==> config.mk <==
export PLATFORM = sky130hd
export DESIGN_NAME = two_channel_white_mix_pwm
export DESIGN_NICKNAME = d
export VERILOG_FILES = /design/src/rtl/wmx_pkg.sv /design/src/rtl/wmx_front.sv /design/src/rtl/wmx_queue.sv /design/src/rtl/wmx_back.sv /design/src/rtl/two_channel_white_mix_pwm.sv
export SDC_FILE = /design/constraint.sdc
export NUM_CORES = 2
export LEC_CHECK = 0
export ABC_AREA = 1
export BUFFER_PORTS_ARGS = -buffer_cell sky130_fd_sc_hd__buf_4
export CORE_MARGIN = 1
export CORE_UTILIZATION = 59
export DETAILED_ROUTE_END_ITERATION = 8
export PLACE_DENSITY = 0.87
export SLEW_MARGIN = 20
export SYNTH_ARGS = -nofsm -noshare
export SYNTH_HDL_FRONTEND = slang
export SYNTH_SLANG_ARGS = --single-unit
==> constraint.sdc <==
create_clock -name clock -period 6 [get_ports clock]
set_input_delay 1.8 -clock clock [delete_from_list [all_inputs] [get_ports clock]]
set_output_delay 1.8 -clock clock [all_outputs]
set_load 0.01 [all_outputs]
==> src/rtl/wmx_pkg.sv <==
// Shared types and constants for the two-channel white mixing PWM block.
`default_nettype none

package wmx_pkg;

   // Request action codes
   localparam logic [1:0] ACT_POWER = 2'd0;
   localparam logic [1:0] ACT_LEVEL = 2'd1;
   localparam logic [1:0] ACT_TEMP  = 2'd2;

   // Register indexes and reset values
   localparam int         CSR_IDX_W  = 1;
   localparam int         CSR_DATA_W = 16;
   localparam logic [CSR_IDX_W-1:0] CSR_WARM = 1'b0;
   localparam logic [CSR_IDX_W-1:0] CSR_COOL = 1'b1;
   localparam logic [15:0] WARM_RESET  = 16'd500;
   localparam logic [15:0] COOL_RESET  = 16'd153;
   localparam logic [7:0]  LEVEL_RESET = 8'd1;

   // Job queue geometry
   localparam int QUEUE_DEPTH = 2;
   localparam int QPTR_W      = 1;
   localparam int QCNT_W      = 2;

   // Divide by five: floor(x * DIV5_MUL / 2^DIV5_SHIFT), exact for x < 2^17
   localparam int             DIV5_W     = 19;
   localparam logic [18:0]    DIV5_MUL   = 19'd419431;
   localparam int             DIV5_SHIFT = 21;

   typedef struct packed {
      logic [1:0]  action;
      logic        power_on;
      logic [7:0]  level;
      logic [15:0] mireds;
   } req_type;

   typedef struct packed {
      logic [12:0] warm_duty;
      logic [12:0] cold_duty;
      logic [9:0]  fade_time;
   } rsp_type;

   typedef struct packed {
      logic [7:0]  level;
      logic [15:0] mireds;
   } job_type;

   typedef struct packed {
      logic full;
      logic empty;
   } queue_stat_type;

   typedef enum logic [2:0] {
      BK_IDLE,
      BK_SETUP,
      BK_MUL,
      BK_DIV,
      BK_DIFF,
      BK_FADE
   } back_state_type;

endpackage

`default_nettype wire

==> src/rtl/wmx_front.sv <==
// Front end: accepts requests, keeps level/temperature/power state, queues mix jobs.
`default_nettype none

module wmx_front (
   input  wire                     clock,
   input  wire                     reset,
   input  wire                     req_valid,
   output logic                    req_ready,
   input  wmx_pkg::req_type        req,
   input  wmx_pkg::queue_stat_type q_stat,
   output logic                    push,
   output wmx_pkg::job_type        push_job
);
   import wmx_pkg::*;

   logic [7:0]  held_level_ff,  held_level_in;
   logic [15:0] held_mireds_ff, held_mireds_in;
   logic        lamp_on_ff,     lamp_on_in;
   logic        emit;
   logic        accept;

   assign req_ready = !q_stat.full;
   assign accept    = req_valid && req_ready;
   assign push      = accept && emit;

   // Classify the request and work out the next held state
   always_comb begin
      held_level_in   = held_level_ff;
      held_mireds_in  = held_mireds_ff;
      lamp_on_in      = lamp_on_ff;
      emit            = 1'b0;
      push_job.level  = held_level_ff;
      push_job.mireds = held_mireds_ff;
      unique case (req.action)
         ACT_POWER: begin
            if (!req.power_on) begin
               held_level_in  = 8'd0;
               push_job.level = 8'd0;
               emit           = lamp_on_ff;
            end
            lamp_on_in = req.power_on;
         end
         ACT_LEVEL: begin
            held_level_in  = req.level;
            push_job.level = req.level;
            emit           = lamp_on_ff;
         end
         ACT_TEMP: begin
            held_mireds_in  = req.mireds;
            push_job.mireds = req.mireds;
            emit            = lamp_on_ff;
         end
         default: begin
         end
      endcase
   end

   // Update held state on each accepted request
   always_ff @(posedge clock) begin
      if (reset) begin
         held_level_ff  <= LEVEL_RESET;
         held_mireds_ff <= 16'd0;
         lamp_on_ff     <= 1'b1;
      end else if (accept) begin
         held_level_ff  <= held_level_in;
         held_mireds_ff <= held_mireds_in;
         lamp_on_ff     <= lamp_on_in;
      end
   end

endmodule

`default_nettype wire

==> src/rtl/wmx_queue.sv <==
// Short job queue between the front end and the mixing back end.
`default_nettype none

module wmx_queue (
   input  wire                     clock,
   input  wire                     reset,
   input  wire                     push,
   input  wmx_pkg::job_type        push_job,
   input  wire                     pop,
   output wmx_pkg::job_type        pop_job,
   output wmx_pkg::queue_stat_type stat
);
   import wmx_pkg::*;

   job_type           entry_ff [QUEUE_DEPTH];
   logic [QPTR_W-1:0] wr_ptr_ff, wr_ptr_in;
   logic [QPTR_W-1:0] rd_ptr_ff, rd_ptr_in;
   logic [QCNT_W-1:0] count_ff,  count_in;

   assign stat.empty = (count_ff == '0);
   assign stat.full  = (count_ff == QCNT_W'(QUEUE_DEPTH));
   assign pop_job    = entry_ff[rd_ptr_ff];

   // Advance pointers and occupancy
   always_comb begin
      wr_ptr_in = wr_ptr_ff;
      rd_ptr_in = rd_ptr_ff;
      count_in  = count_ff;
      if (push) begin
         wr_ptr_in = (wr_ptr_ff == QPTR_W'(QUEUE_DEPTH - 1)) ? '0 : wr_ptr_ff + 1'b1;
      end
      if (pop) begin
         rd_ptr_in = (rd_ptr_ff == QPTR_W'(QUEUE_DEPTH - 1)) ? '0 : rd_ptr_ff + 1'b1;
      end
      if (push && !pop) begin
         count_in = count_ff + 1'b1;
      end else if (pop && !push) begin
         count_in = count_ff - 1'b1;
      end
   end

   always_ff @(posedge clock) begin
      if (reset) begin
         wr_ptr_ff <= '0;
         rd_ptr_ff <= '0;
         count_ff  <= '0;
      end else begin
         wr_ptr_ff <= wr_ptr_in;
         rd_ptr_ff <= rd_ptr_in;
         count_ff  <= count_in;
      end
   end

   // Store entries
   always_ff @(posedge clock) begin
      if (push) begin
         entry_ff[wr_ptr_ff] <= push_job;
      end
   end

endmodule

`default_nettype wire

==> src/rtl/wmx_back.sv <==
// Back end: computes warm/cold duties with serial dividers, fade time and result register.
`default_nettype none

module wmx_back #(
   parameter int DUTY_BITS  = 12,
   parameter int FULL_LEVEL = 254
) (
   input  wire                     clock,
   input  wire                     reset,
   input  wire  [15:0]             warm_limit,
   input  wire  [15:0]             cool_limit,
   input  wmx_pkg::queue_stat_type q_stat,
   output logic                    pop,
   input  wmx_pkg::job_type        job,
   output logic                    rsp_valid,
   input  wire                     rsp_ready,
   output wmx_pkg::rsp_type        rsp
);
   import wmx_pkg::*;

   localparam int DW   = DUTY_BITS + 1;     // duty 0..2^DUTY_BITS
   localparam int PW   = 25;                // 2 * weight(16) * level(8)
   localparam int NW   = PW + DUTY_BITS;    // dividend width
   localparam int DENW = 24;                // span(16) * full level(8)
   localparam int RW   = DENW + 1;
   localparam int CW   = $clog2(NW + 1);
   localparam int MW   = DW + DIV5_W;

   localparam logic [DW-1:0] DUTY_FULL = DW'(1) << DUTY_BITS;

   back_state_type  state_ff, state_in;
   logic [7:0]      lvl_ff;
   logic [15:0]     temp_ff;
   logic [15:0]     aw_ff, ac_ff, span_ff;
   logic [DENW-1:0] den_ff;
   logic [NW-1:0]   numw_ff, numc_ff;
   logic [DENW-1:0] remw_ff, remc_ff;
   logic [CW-1:0]   cnt_ff;
   logic [DW-1:0]   lastw_ff, lastc_ff;
   logic [DW-1:0]   dutyw_ff, dutyc_ff;
   logic [DW-1:0]   diffw_ff, diffc_ff;
   rsp_type         rsp_ff;
   logic            rsp_valid_ff;

   logic            out_free;
   logic [15:0]     t_clamp;
   logic [PW-2:0]   aw_lvl, ac_lvl;
   logic [DENW-1:0] den_prod;
   logic [RW-1:0]   rw_try, rc_try;
   logic            gew, gec;
   logic [DW-1:0]   dutyw, dutyc;
   logic [DW-1:0]   max_diff;
   logic [MW-1:0]   fade_prod;

   assign out_free  = !rsp_valid_ff || rsp_ready;
   assign rsp_valid = rsp_valid_ff;
   assign rsp       = rsp_ff;

   // Sequence one job: setup, multiply, divide, compare, deliver
   always_comb begin
      state_in = state_ff;
      pop      = 1'b0;
      unique case (state_ff)
         BK_IDLE: begin
            if (!q_stat.empty) begin
               pop      = 1'b1;
               state_in = BK_SETUP;
            end
         end
         BK_SETUP: state_in = BK_MUL;
         BK_MUL:   state_in = BK_DIV;
         BK_DIV: begin
            if (cnt_ff == CW'(1)) begin
               state_in = BK_DIFF;
            end
         end
         BK_DIFF:  state_in = BK_FADE;
         BK_FADE: begin
            if (out_free) begin
               state_in = BK_IDLE;
            end
         end
         default:  state_in = BK_IDLE;
      endcase
   end

   always_ff @(posedge clock) begin
      if (reset) begin
         state_ff <= BK_IDLE;
      end else begin
         state_ff <= state_in;
      end
   end

   // Clamp temperature into the span
   always_comb begin
      if (temp_ff < cool_limit) begin
         t_clamp = cool_limit;
      end else if (temp_ff > warm_limit) begin
         t_clamp = warm_limit;
      end else begin
         t_clamp = temp_ff;
      end
   end

   // Products for dividends and divisor
   assign aw_lvl   = aw_ff * lvl_ff;
   assign ac_lvl   = ac_ff * lvl_ff;
   assign den_prod = span_ff * DENW'(FULL_LEVEL);

   // One restoring division step per channel
   assign rw_try = {remw_ff, numw_ff[NW-1]};
   assign rc_try = {remc_ff, numc_ff[NW-1]};
   assign gew    = (rw_try >= {1'b0, den_ff});
   assign gec    = (rc_try >= {1'b0, den_ff});

   // Saturate quotients
   assign dutyw = (numw_ff > NW'(DUTY_FULL)) ? DUTY_FULL : numw_ff[DW-1:0];
   assign dutyc = (numc_ff > NW'(DUTY_FULL)) ? DUTY_FULL : numc_ff[DW-1:0];

   // Fade is the larger change divided by five
   assign max_diff  = (diffw_ff > diffc_ff) ? diffw_ff : diffc_ff;
   assign fade_prod = MW'(max_diff) * MW'(DIV5_MUL);

   // Datapath registers
   always_ff @(posedge clock) begin
      if (pop) begin
         lvl_ff  <= job.level;
         temp_ff <= job.mireds;
      end
      if (state_ff == BK_SETUP) begin
         if (warm_limit > cool_limit) begin
            aw_ff   <= t_clamp - cool_limit;
            ac_ff   <= warm_limit - t_clamp;
            span_ff <= warm_limit - cool_limit;
         end else begin
            aw_ff   <= 16'd1;
            ac_ff   <= 16'd1;
            span_ff <= 16'd2;
         end
      end
      if (state_ff == BK_MUL) begin
         numw_ff <= NW'({aw_lvl, 1'b0}) << DUTY_BITS;
         numc_ff <= NW'({ac_lvl, 1'b0}) << DUTY_BITS;
         den_ff  <= den_prod;
         remw_ff <= '0;
         remc_ff <= '0;
         cnt_ff  <= CW'(NW);
      end
      if (state_ff == BK_DIV) begin
         remw_ff <= gew ? DENW'(rw_try - {1'b0, den_ff}) : rw_try[DENW-1:0];
         remc_ff <= gec ? DENW'(rc_try - {1'b0, den_ff}) : rc_try[DENW-1:0];
         numw_ff <= {numw_ff[NW-2:0], gew};
         numc_ff <= {numc_ff[NW-2:0], gec};
         cnt_ff  <= cnt_ff - 1'b1;
      end
      if (state_ff == BK_DIFF) begin
         dutyw_ff <= dutyw;
         dutyc_ff <= dutyc;
         diffw_ff <= (lastw_ff > dutyw) ? lastw_ff - dutyw : dutyw - lastw_ff;
         diffc_ff <= (lastc_ff > dutyc) ? lastc_ff - dutyc : dutyc - lastc_ff;
      end
      if (state_ff == BK_FADE && out_free) begin
         rsp_ff.warm_duty <= 13'(dutyw_ff);
         rsp_ff.cold_duty <= 13'(dutyc_ff);
         rsp_ff.fade_time <= 10'(fade_prod >> DIV5_SHIFT);
      end
   end

   // Last duties and result valid
   always_ff @(posedge clock) begin
      if (reset) begin
         lastw_ff     <= '0;
         lastc_ff     <= '0;
         rsp_valid_ff <= 1'b0;
      end else begin
         if (state_ff == BK_DIFF) begin
            lastw_ff <= dutyw;
            lastc_ff <= dutyc;
         end
         if (state_ff == BK_FADE && out_free) begin
            rsp_valid_ff <= 1'b1;
         end else if (rsp_ready) begin
            rsp_valid_ff <= 1'b0;
         end
      end
   end

endmodule

`default_nettype wire

==> src/rtl/two_channel_white_mix_pwm.sv <==
// Top level of the two-channel tunable-white mixer with PWM duty outputs.
//
// Requests (req_*) carry power, brightness or color-temperature updates.
// The front end applies each one to the held level, temperature and power
// flag in the cycle it is taken; when the lamp is on, a brightness or
// temperature update, or a power-off, queues one mix job. Power-on and
// updates while off give no response.
// Responses (rsp_*) carry warm and cold duty counts and a fade time.
// A job passes through the back end's setup, multiply, divide, compare
// and fade steps; the divide step runs two restoring dividers in parallel,
// one quotient bit per cycle over DUTY_BITS + 25 bits, and the fade step
// loads the output register and raises rsp_valid. One job is in the back end
// at a time; up to two more wait in the queue, and requests that cause no
// response keep flowing while it holds space. When the receiver stalls, the
// finished response is held in the output register and the back end waits
// only at its last step.
// csr_* writes the warm and cool span limits; write them only while idle.
// Reset restores the limits to 500 and 153 mireds, the level to 1, the
// temperature to 0, the lamp to on, the last duties to zero, and empties
// the queue and output register.
`default_nettype none

module two_channel_white_mix_pwm #(
   parameter int DUTY_BITS  = 12,
   parameter int FULL_LEVEL = 254
) (
   input  wire                              clock,
   input  wire                              reset,
   input  wire                              req_valid,
   output logic                             req_ready,
   input  wmx_pkg::req_type                 req,
   output logic                             rsp_valid,
   input  wire                              rsp_ready,
   output wmx_pkg::rsp_type                 rsp,
   input  wire                              csr_we,
   input  wire  [wmx_pkg::CSR_IDX_W-1:0]    csr_index,
   input  wire  [wmx_pkg::CSR_DATA_W-1:0]   csr_wdata
);
   import wmx_pkg::*;

   logic [15:0]    warm_limit_ff;
   logic [15:0]    cool_limit_ff;
   queue_stat_type q_stat;
   logic           q_push;
   logic           q_pop;
   job_type        q_push_job;
   job_type        q_pop_job;

   // Span limit registers
   always_ff @(posedge clock) begin
      if (reset) begin
         warm_limit_ff <= WARM_RESET;
         cool_limit_ff <= COOL_RESET;
      end else if (csr_we) begin
         unique case (csr_index)
            CSR_WARM: warm_limit_ff <= csr_wdata;
            CSR_COOL: cool_limit_ff <= csr_wdata;
         endcase
      end
   end

   wmx_front u_front (
      .clock     (clock),
      .reset     (reset),
      .req_valid (req_valid),
      .req_ready (req_ready),
      .req       (req),
      .q_stat    (q_stat),
      .push      (q_push),
      .push_job  (q_push_job)
   );

   wmx_queue u_queue (
      .clock    (clock),
      .reset    (reset),
      .push     (q_push),
      .push_job (q_push_job),
      .pop      (q_pop),
      .pop_job  (q_pop_job),
      .stat     (q_stat)
   );

   wmx_back #(
      .DUTY_BITS  (DUTY_BITS),
      .FULL_LEVEL (FULL_LEVEL)
   ) u_back (
      .clock      (clock),
      .reset      (reset),
      .warm_limit (warm_limit_ff),
      .cool_limit (cool_limit_ff),
      .q_stat     (q_stat),
      .pop        (q_pop),
      .job        (q_pop_job),
      .rsp_valid  (rsp_valid),
      .rsp_ready  (rsp_ready),
      .rsp        (rsp)
   );

   // Never push a job into a full queue
   a_no_overflow: assert property (@(posedge clock) disable iff (reset)
      q_push |-> !q_stat.full)
      else $error("job pushed into full queue");

   // Never pop an empty queue
   a_no_underflow: assert property (@(posedge clock) disable iff (reset)
      q_pop |-> !q_stat.empty)
      else $error("job popped from empty queue");

   // Full and empty are exclusive
   a_stat_exclusive: assert property (@(posedge clock) disable iff (reset)
      q_stat.full |-> !q_stat.empty)
      else $error("queue reports full and empty together");

endmodule

`default_nettype wire

==> impl_metrics.csv <==
group,metric,value,unit
timing,slew_violations,0,
job,maxCapViolations,0,
timing,finalSetupViolations,2,
timing,fmax,165,MHz
floorplanning,rows,94,
critical_path,crit_type,"reg2reg",
floorplanning,ios,87,
critical_path,endpoint,"u_back.rsp[9]",
synth,syn_inst,4717,
clocking,ctsHoldBuffers,0,
synth,ys_ff_latch,450,
synth,ys_seq_area_share,31.6,%
placed_design,gp_congestion,1.00,
clocking,cts_tree,"yes",
clocking,clock_path_buffers,3,
critical_path,cpMaxStageDelayCell,"fa_2",
synth,synthesis.nets,5464,
cells_and_area,syn2layout_area_growth,9.70,%
critical_path,start_kind,"register",
global_routing,grt_pass1_wl,155000,µm
clocking,htreeDepth,2,
placed_design,detailed_place_hpwl,73200,µm
global_routing,antenna_found_initial,3,
synth,yosysWarnings,0,
synth,avgSynthCellArea,8.46,µm²
timing,tns,-0.0864,ns
floorplanning,die_h,262,µm
cells_and_area,nFillCells,5029,
critical_path,cp_slowest_stage_delay,0.56,ns
synth,ys_types,62,
floorplanning,die_w,262,µm
timing,fin_ws,-0.0693,ns
route,vias_per_cell,5.68,
timing,fin_crit,6.07,ns
synth,netlist_area,0.0399,mm²
global_routing,grt_max_degree,79,
timing,tightest_slew,1.19,ns
synth,synth_xor_area_share,3.05,%
route,vias,32377,
critical_path,critical-path-top-delay-family,"adder cells",
critical_path,reg2reg_setup_slack,-0.07,ns
floorplanning,dieArea,0.0687,mm²
cells_and_area,ff_latch_area,0.0126,mm²
synth,synth_fa_ha_area_share,27.4,%
critical_path,crit_required,6.33,ns
route,dr.pass1.iters,5,
synth,synth_simple_gate_area_share,15.9,%
floorplanning,coreArea,0.0663,mm²
synth,synth_compound_area_share,11.7,%
clocking,cts-root-buf,"clkbuf_16",
clocking,clkTransAtPathRegs,0.06,ns
placed_design,io_buffer_count,86,
critical_path,worstPathArrival,6.40,ns
critical_path,crit_fanout,7,
critical_path,reg2reg_depth,28,
outcome,violations,"setup timing",
clocking,cts_made_buffers,49,
route,drt_iter0_markers,2574,
cells_and_area,multi_input_area,0.0238,mm²
synth,synth-edff-count,359,
timing,clock_skew,0.0267,ns
clocking,clk_latency,0.61,ns
synth,synth_top_family_by_area,"adder cells",
route,ant_nets,0,
critical_path,critPathLaunch,"u_back.diffc_ff[2]",
timing,period_share,101,%
timing,hold_viol,0,
synth,synthArstFlopShare,0,%
route,drc,0,
outcome,status,"finished with violations",
synth,ys.flop_type,"edfxtp_1",
route,wire_per_inst,16.8,µm
timing,rsz0062_at_grt,"yes",
global_routing,grt_pass1_vias,32043,
synth,synth_mux_area_share,0.238,%
timing,slew_headroom,20.4,%
floorplanning,initial_core_util,60.2,%
clocking,clkSinkCount,450,
cells_and_area,drive_gt1_share,8.28,%
route,drt_wl_total,95700,µm
hold_path,hold_class,"reg2reg",
critical_path,cp-end-kind,"register",
critical_path,cp_num_buf_inv,7,
global_routing,grt_use_total,27.8,%
critical_path,regToRegStartpoint,"u_back.diffc_ff[2]",
critical_path,worst-path-stages,28,
cells_and_area,nNetsFinal,5536,
critical_path,r2r_end,"u_back.rsp[9]",
global_routing,grt_overflow,0,
==> synthesized netlist by cell type (33+ instances only) <==
cell	number	share of area (%)
a21oi_1	349	4.4
nand4_1	48	0.75
o21ai_0	286	3.6
o211ai_1	33	0.62
clkbuf_1	86	0.81
xor2_1	87	1.9
edfxtp_1	359	27
o21ai_1	33	0.41
xnor2_1	52	1.1
inv_1	900	8.5
ha_1	404	13
nand3_1	112	1.4
nor2_1	307	2.9
dfxtp_1	91	4.6
nand2_1	973	9.2
fa_1	294	15
==> logic make-up (layout without fill, tap and decap cells) <==
logic type,after synthesis,in the layout
xor+xnor,139,139
flops,450,450
mux,7,7
buf+inv,1043,1156
simple gates,1544,1544
other cells,0,2
compound gates,836,836
fa+ha+maj,698,698
==> layer usage <==
metal / share of wire [%] / vias to the layer above / track usage (%) / wire length [µm]
li1: - / 15421 / - / -
met1: 40 / 15343 / 35.0 / 38600
met5: 0.014 / - / 0 / 13
met3: 6.7 / 291 / 3.54 / 6380
met2: 49 / 1320 / 48.4 / 46600
met4: 4.3 / 2 / 11.4 / 4150
==> placed cells by master, fill, tap and decap left out, types with 11 or more instances in the layout <==
cell type    n
ha_1       385
nand4_1     48
a21oi_1    337
nor2_1     290
nand2_2     14
o211ai_1    33
edfxtp_1   359
inv_2       16
fa_1       290
o21ai_2     12
o21ai_0    277
nand3_1    108
nor2_2      22
o21ai_1     40
a31oi_1     18
clkbuf_16   49
nor3_1      28
clkbuf_1    12
xor2_1      87
o21bai_1    11
nor4_1      20
a21o_1      21
inv_1      888
xnor2_1     52
a211oi_1    22
buf_4      152
dfxtp_1     91
nand2_1    958
ha_4        17
==> final cells by class <==
| cell class | instances | area share [%] |
|---|---|---|
| Sequential cell | 450 | 28.8 |
| Tap cell | 864 | 2.47 |
| Clock buffer | 67 | 3.09 |
| Antenna cell | 2 | 0.0114 |
| Clock inverter | 25 | 0.643 |
| Multi-Input combinational cell | 3224 | 54.4 |
| Timing Repair Buffer | 159 | 2.81 |
| Inverter | 905 | 7.76 |
==> worst min-delay path by stage <==
stage	startpoint	endpoint	slack (ns)	depth (start not counted)
global placement	u_back.dutyw_ff[8]	u_back.rsp[31]	0.40	0
CTS	u_back.dutyw_ff[6]	u_back.rsp[29]	0.42	0
floorplan	u_back.dutyc_ff[0]	u_back.rsp[10]	0.40	0
global route	u_back.dutyc_ff[7]	u_back.rsp[17]	0.43	0
finish	u_back.dutyw_ff[6]	u_back.rsp[29]	0.42	0
detailed placement	u_back.dutyc_ff[7]	u_back.rsp[17]	0.40	0
==> timing repair <==
item / CTS / global route
buffers inserted: 0 / 15
endpoints found under the hold margin: 0 / 0
resized for setup: 13 / 106
pin swaps: 3 / 49
setup endpoints to repair: 10 / 10
==> flip-flops by register name (all words and copies together) (netlist names), 16 cells and up <==
signal                  flops
u_back.rsp                 36
warm_limit_ff              16
u_back.numw_ff             37
u_back.temp_ff             16
cool_limit_ff              16
u_back.remw_ff             24
u_back.ac_ff               16
u_back.remc_ff             24
u_back.den_ff              23
u_front.held_mireds_ff     16
u_back.aw_ff               16
u_back.span_ff             16
u_queue.entry_ff           48
u_back.numc_ff             37
==> through the flow <==
stage	std cells	setup slack, ns	hold WS (ns)	utilization, %	instance area [µm²]
after global placement	5585	0.0000751	0.404	62.5	41500
final	5696	-0.0693	0.416	66.0	43800
after detailed placement	5585	-0.101	0.405	62.5	41500
after floorplan	4717	0.239	0.400	-	39900
after global routing	5696	-0.270	0.426	66.0	43800
after CTS	5677	0.000193	0.417	65.1	43200
Power is not shown: default switching activity piles up to over one toggle a cycle in this logic, so the estimate is an artifact.
